--- src/rtl/core/tcce_pkg.sv ---
// Shared types, codes and constants of the text console cell engine.
package tcce_pkg;

  localparam int DEF_MAX_ROWS = 64;
  localparam int DEF_MAX_COLS = 128;
  localparam int DEF_TAB_SIZE = 8;

  localparam logic [7:0] CH_NUL   = 8'd0;
  localparam logic [7:0] CH_BS    = 8'd8;
  localparam logic [7:0] CH_TAB   = 8'd9;
  localparam logic [7:0] CH_NL    = 8'd10;
  localparam logic [7:0] CH_CR    = 8'd13;
  localparam logic [7:0] CH_SPACE = 8'd32;

  localparam logic [6:0]  RST_ROWS = 7'd25;
  localparam logic [7:0]  RST_COLS = 8'd80;
  localparam logic [31:0] RST_FG   = 32'h00FF_FFFF;
  localparam logic [31:0] RST_BG   = 32'h0000_0000;

  typedef enum logic [1:0] {
    OP_PUT  = 2'd0,
    OP_READ = 2'd1,
    OP_CLS  = 2'd2,
    OP_EOL  = 2'd3
  } op_e;

  typedef enum logic [2:0] {
    REG_ROWS   = 3'd0,
    REG_COLS   = 3'd1,
    REG_CUR_FG = 3'd2,
    REG_CUR_BG = 3'd3,
    REG_DEF_FG = 3'd4,
    REG_DEF_BG = 3'd5
  } reg_e;

  typedef enum logic [4:0] {
    CMD_NONE,
    CMD_INIT_WRITE,
    CMD_LOAD,
    CMD_PUT_BEGIN,
    CMD_SCR_SETUP,
    CMD_SCR_READ,
    CMD_SCR_WRITE,
    CMD_BLANK_SETUP,
    CMD_CLR_SETUP,
    CMD_CLR_WRITE,
    CMD_EOL_SETUP,
    CMD_EOL_WRITE,
    CMD_CHAR,
    CMD_CR_WRITE,
    CMD_BS_READ,
    CMD_BS_CHECK,
    CMD_RD_ISSUE,
    CMD_RD_CAPTURE
  } cmd_e;

  typedef struct packed {
    op_e  op;
    logic shift;
    logic rows_one;
    logic in_range;
    logic walk_last;
    logic eol_last;
    logic init_last;
    logic cr_last;
    logic row_done;
    logic scr_last;
    logic scan_needed;
    logic cr_needed;
    logic tab_more;
    logic bs_stop;
  } status_t;

endpackage

--- src/rtl/core/tcce_controller.sv ---
// Sequencing state machine of the text console cell engine.
module tcce_controller import tcce_pkg::*; (
  input  logic    clk_i,
  input  logic    rst_ni,
  input  logic    in_valid_i,
  output logic    in_ready_o,
  output logic    out_valid_o,
  input  logic    out_ready_i,
  input  status_t status_i,
  output cmd_e    cmd_o
);

  typedef enum logic [16:0] {
    S_INIT     = 17'h00001,
    S_IDLE     = 17'h00002,
    S_DISPATCH = 17'h00004,
    S_PUT      = 17'h00008,
    S_SCR_SET  = 17'h00010,
    S_SCR_RD   = 17'h00020,
    S_SCR_WR   = 17'h00040,
    S_BLANK    = 17'h00080,
    S_BLANK_WR = 17'h00100,
    S_CHAR     = 17'h00200,
    S_CR_WR    = 17'h00400,
    S_BS_RD    = 17'h00800,
    S_BS_CK    = 17'h01000,
    S_RD_CAP   = 17'h02000,
    S_CLR_WR   = 17'h04000,
    S_EOL_WR   = 17'h08000,
    S_RESP     = 17'h10000
  } state_e;

  state_e state_q, state_d;

  always_comb begin
    state_d = state_q;
    cmd_o   = CMD_NONE;
    case (state_q)
      S_INIT: begin
        cmd_o = CMD_INIT_WRITE;
        if (status_i.init_last) state_d = S_IDLE;
      end
      S_IDLE: begin
        if (in_valid_i) begin
          cmd_o   = CMD_LOAD;
          state_d = S_DISPATCH;
        end
      end
      S_DISPATCH: begin
        case (status_i.op)
          OP_PUT: begin
            cmd_o   = CMD_PUT_BEGIN;
            state_d = S_PUT;
          end
          OP_READ: begin
            cmd_o   = CMD_RD_ISSUE;
            state_d = status_i.in_range ? S_RD_CAP : S_RESP;
          end
          OP_CLS: begin
            cmd_o   = CMD_CLR_SETUP;
            state_d = S_CLR_WR;
          end
          default: begin
            cmd_o   = CMD_EOL_SETUP;
            state_d = S_EOL_WR;
          end
        endcase
      end
      S_PUT: begin
        state_d = status_i.shift ? S_SCR_SET : S_CHAR;
      end
      S_SCR_SET: begin
        cmd_o   = CMD_SCR_SETUP;
        state_d = status_i.rows_one ? S_BLANK : S_SCR_RD;
      end
      S_SCR_RD: begin
        cmd_o   = CMD_SCR_READ;
        state_d = S_SCR_WR;
      end
      S_SCR_WR: begin
        cmd_o   = CMD_SCR_WRITE;
        state_d = (status_i.row_done && status_i.scr_last) ? S_BLANK : S_SCR_RD;
      end
      S_BLANK: begin
        cmd_o   = CMD_BLANK_SETUP;
        state_d = S_BLANK_WR;
      end
      S_BLANK_WR: begin
        cmd_o = CMD_CLR_WRITE;
        if (status_i.walk_last) state_d = S_CHAR;
      end
      S_CHAR: begin
        cmd_o = CMD_CHAR;
        if (status_i.scan_needed) begin
          state_d = S_BS_RD;
        end else if (status_i.cr_needed) begin
          state_d = S_CR_WR;
        end else if (status_i.tab_more) begin
          state_d = S_PUT;
        end else begin
          state_d = S_RESP;
        end
      end
      S_CR_WR: begin
        cmd_o = CMD_CR_WRITE;
        if (status_i.cr_last) state_d = S_RESP;
      end
      S_BS_RD: begin
        cmd_o   = CMD_BS_READ;
        state_d = S_BS_CK;
      end
      S_BS_CK: begin
        cmd_o   = CMD_BS_CHECK;
        state_d = status_i.bs_stop ? S_RESP : S_BS_RD;
      end
      S_RD_CAP: begin
        cmd_o   = CMD_RD_CAPTURE;
        state_d = S_RESP;
      end
      S_CLR_WR: begin
        cmd_o = CMD_CLR_WRITE;
        if (status_i.walk_last) state_d = S_RESP;
      end
      S_EOL_WR: begin
        cmd_o = CMD_EOL_WRITE;
        if (status_i.eol_last) state_d = S_RESP;
      end
      S_RESP: begin
        if (out_ready_i) state_d = S_IDLE;
      end
      default: begin
        state_d = S_IDLE;
      end
    endcase
  end

  always_ff @(posedge clk_i or negedge rst_ni) begin
    if (!rst_ni) begin
      state_q <= S_INIT;
    end else begin
      state_q <= state_d;
    end
  end

  assign in_ready_o  = (state_q == S_IDLE);
  assign out_valid_o = (state_q == S_RESP);

  a_no_overlap: assert property (@(posedge clk_i) disable iff (!rst_ni)
    !(in_ready_o && out_valid_o)) else $error("input and output handshakes both open");
  a_accept_dispatch: assert property (@(posedge clk_i) disable iff (!rst_ni)
    (in_valid_i && in_ready_o) |=> (state_q == S_DISPATCH))
    else $error("accepted transaction not dispatched");
  a_resp_idle: assert property (@(posedge clk_i) disable iff (!rst_ni)
    (out_valid_o && out_ready_i) |=> in_ready_o)
    else $error("not ready after result transaction");

endmodule

--- config.mk ---
export PLATFORM = sky130hd
export DESIGN_NAME = tcce_controller
export DESIGN_NICKNAME = d
export VERILOG_FILES = /design/src/rtl/core/tcce_pkg.sv /design/src/rtl/core/tcce_controller.sv
export SDC_FILE = /design/constraint.sdc
export NUM_CORES = 1
export LEC_CHECK = 0
export BUFFER_PORTS_ARGS = -buffer_cell sky130_fd_sc_hd__clkbuf_2
export CAP_MARGIN = 20
export CORE_MARGIN = 10
export CORE_UTILIZATION = 50
export DETAILED_ROUTE_END_ITERATION = 8
export GPL_ROUTABILITY_DRIVEN = 0
export PLACE_DENSITY = 0.78
export SYNTH_ARGS = -nofsm -noshare
export SYNTH_HDL_FRONTEND = slang
export SYNTH_SLANG_ARGS = --single-unit
export TNS_END_PERCENT = 100
--- constraint.sdc ---
create_clock -name clk_i -period 2.1 [get_ports clk_i]
set_clock_uncertainty 0.05 [all_clocks]
set_input_delay 0 -clock clk_i [delete_from_list [all_inputs] [get_ports clk_i]]
set_output_delay 0 -clock clk_i [all_outputs]
set_load 0.005 [all_outputs]
==> results by group <==
Outcome
  – Outcome: finished with violations
  – Violated checks: negative setup slack

Worst setup path
  – Crit path DAT: 2410 ps
  – Worst EP required: 2050 ps
  – Crit end category: primary output
  – Reg2reg end: state_q[1]
  – Highest cell delay on the worst timing path: 590 ps
  – Worst r2r path cells: 5
  – CP Class: reg -> out
  – Setup crit start: state_q[2]
  – Worst r2r src: state_q[2]
  – CP Max Fanout: 6
  – R2R setup slack: -70 ps
  – Crit path capture: cmd_o[3]
  – Crit path cell chain: nor4_4, nand2_2, a2111oi_4, nor2_1, o311ai_1, buf_2
  – Startpoint Class: flop
  – Worst path slowest cell: nor4_4

Synth
  – Mean Syn Cell Area: 9.200 um^2
  – Post-synth cell types: 51
  – Top cells by count, synth: 16 x dfrtp_1, 14 x nor2_1, 12 x nand2_1
  – Main flop type after synthesis: dfrtp_1
  – Largest cells by area after synthesis: dfrtp_1 29%, nor2_1 3.8%, ha_1 3.6%, nor4_2 3.6%, o21ai_0 3.3%
  – Synth area leader: dfrtp_1
  – Syn Nets: 173
  – Xor and xnor area share after synthesis: 1.904%
  – Synth Register Bits: 17
  – Sequential area share after synthesis: 30.92%
  – Largest family of logic cells by synthesized area: simple AND/OR/NAND/NOR gates
  – Ys Warns: 0
  – Most common cell in the netlist: dfrtp_1
  – Async S/R FF share, synth: 100.0%
  – Mux contribution to synthesized area: 0%
  – Synth Area in Adders: 3.626%
  – Cell Area, Synth: 1380 um^2
  – Post-synth top area share: 29.01%
  – Complex-gate fraction of the synthesized area: 19.58%
  – Post-synth EDFFs: 0
  – Syn Inst Count: 150
  – Post-synthesis simple-gate area fraction: 37.53%

Drt
  – Antenna viol nets, final: 0
  – Starting DRT DRC Count: 275
  – 1st-pass router iterations: 5
  – Routed WL per cell: 22.80 um
  – Via count: 1,732
  – Average vias per placed instance: 6.739
  – # DRC: 0
  – Drt total wl: 5.859 mm

STA
  – Unrepaired setup endpoints after global routing: yes
  – FMAX: 0.4073 GHz
  – # setup viols final: 10
  – Slew Viols, Final: 0
  – Crit share post-route: 116.9%
  – Setup_tns: -1678 ps
  – Hold Violations, Final: 0
  – Worst slew pin tran: 585.1 ps
  – Worst slew margin: 60.70%
  – Post-layout min period: 2455 ps
  – PnR worst setup slack: -355.2 ps

Power
  – Comb pwr share: 67.0%
  – Clock network fraction of total power: 10.8%
  – Sw Ratio: 45.27%
  – Sequential Power Share: 22.3%
  – Int Power: 1032 uW
  – Leak pwr: 0.001012 uW
  – VDD IR max: 0.8667 mV
  – Switching Power: 853.2 uW
  – Power, Total: 1885 uW
  – Power per cell area: 863.7 nW/um^2

Die
  – Initial Util: 54.23%
  – Die Height: 72.54 um
  – Core Region: 2545 um^2
  – Die W: 72.54 um
  – IO Pins: 26
  – DIE AREA: 5261 um^2
  – Row Count: 18

Layout
  – Syn-to-layout area delta: 58.11%
  – Fin nets: 250
  – Area of the multi-input gates: 1084 um^2
  – Share of cells above drive strength 1: 48.23%
  – Largest register by flop count: state_q
  – Biggest regs: state_q: 17 flops
  – Final core occ: 85.74%
  – Final Cell Area: 2182 um^2
  – Filler cell count: 119
  – FF+latch area: 431.7 um^2
  – Max reg flops: 17

CTS
  – Clk sink count: 17
  – H-tree levels: 1
  – TritonCTS clock tree: built
  – CTS Buffer Depth: 2
  – CTS Buf Count: 3
  – Worst skew pair latency: 310 ps
  – Root Buffer: clkbuf_4
  – Clock-pin slew on the worst setup and hold paths: 120 ps

Placed design
  – Port Buffers: 25
  – Post-DP HPWL: 3.227 mm
  – Post-place setup slack: -105.3 ps
  – Placed Area: 1582 um^2

Worst hold path
  – Worst min-delay path category: in -> async

GRT
  – GRT Overall Usage: 18.69%
  – Initial antenna violation count: 1
  – Congestion Overflow GR: 0
  – Largest net degree at the start of global routing: 18
  – First-pass GRT wire length: 7.990 mm
  – Vias in the first global route: 1,663

Run
  – Number of max-cap violations: 0
## layout by cell type, fill, tap and decap left out, drive strengths merged, types with 3 or more instances in the layout
| cell | count |
|---|---|
| o21ai | 9 |
| nand4 | 5 |
| nor3 | 10 |
| inv | 6 |
| dfrtp | 16 |
| buf | 42 |
| nand2 | 12 |
| nor3b | 4 |
| or2b | 3 |
| xor2 | 3 |
| nor2 | 14 |
| clkbuf | 24 |
| dlygate4sd3 | 16 |
| nor4 | 7 |
| a21oi | 3 |
| ha | 4 |
| nand3b | 4 |
| a22o | 3 |
| o31ai | 3 |
## power by group through the flow
stage / Clock (uW) / Sequential, uW / Combinational, uW
6_report: 203 / 420 / 1260
4_1_cts: 195 / 412 / 939
5_1_grt: 211 / 424 / 1330
3_3_place_gp: 0 / 411 / 666
2_1_floorplan: 0 / 398 / 504
3_5_place_dp: 0 / 414 / 686
## worst min path at each step
stage | start | to | slack (ps) | cells past startpoint
2_1_floorplan | rst_ni | state_q[10] | -350 | 0
3_3_place_gp | rst_ni | state_q[14] | -100 | 1
3_5_place_dp | rst_ni | state_q[2] | -90 | 1
4_1_cts | status_i[14] | state_q[14] | 100 | 3
5_1_grt | rst_ni | state_q[2] | 130 | 2
6_report | rst_ni | state_q[9] | 100 | 2
## through the flow
| step | std cells | hold slack (ps) |
|---|---|---|
| after floorplan | 150 | -345.6 |
| after global placement | 213 | -96.75 |
| after detailed placement | 213 | -85.36 |
| after CTS | 245 | 96.30 |
| after global routing | 257 | 129.4 |
| final | 257 | 103.4 |
## critical path, delay by kind of cell (launching register included)
kind | cells | cell delay (ps)
simple gates | 3 | 1010
compound gates | 2 | 490
flops | 1 | 430
buf+inv | 1 | 170
## routing by layer
layer	up-vias	track usage (%)	part of all wire (%)
li1	732	-	-
met1	822	21.01	38
met2	150	31.12	47
met3	28	5.170	12
met4	0	10.13	4.1
met5	-	0	0
## what timing repair did
action	in CTS	in global routing
pin swaps	7	18
buffers inserted	12	12
hold buffers	16	0
hold endpoints to repair	30	0
gates resized for setup	22	33
endpoints found under the setup margin	8	15
## cells by family after synthesis
family                     after synthesis
DFF                                     17
buffers and inverters                   12
AOI/OAI and AO/OA                       35
and+or+nand+nor                         79
adders and majority gates                4
xor gates and xnor gates                 3
## layout make-up
class	instances	area share [%]
clock buffers	4	1.204
well taps	30	1.720
inverters	6	1.032
multi-input cells	121	49.66
flip-flops and latches	17	19.78
diodes	1	0.1147
repair buffers	78	26.49
Power figures use the tool's default switching activity.
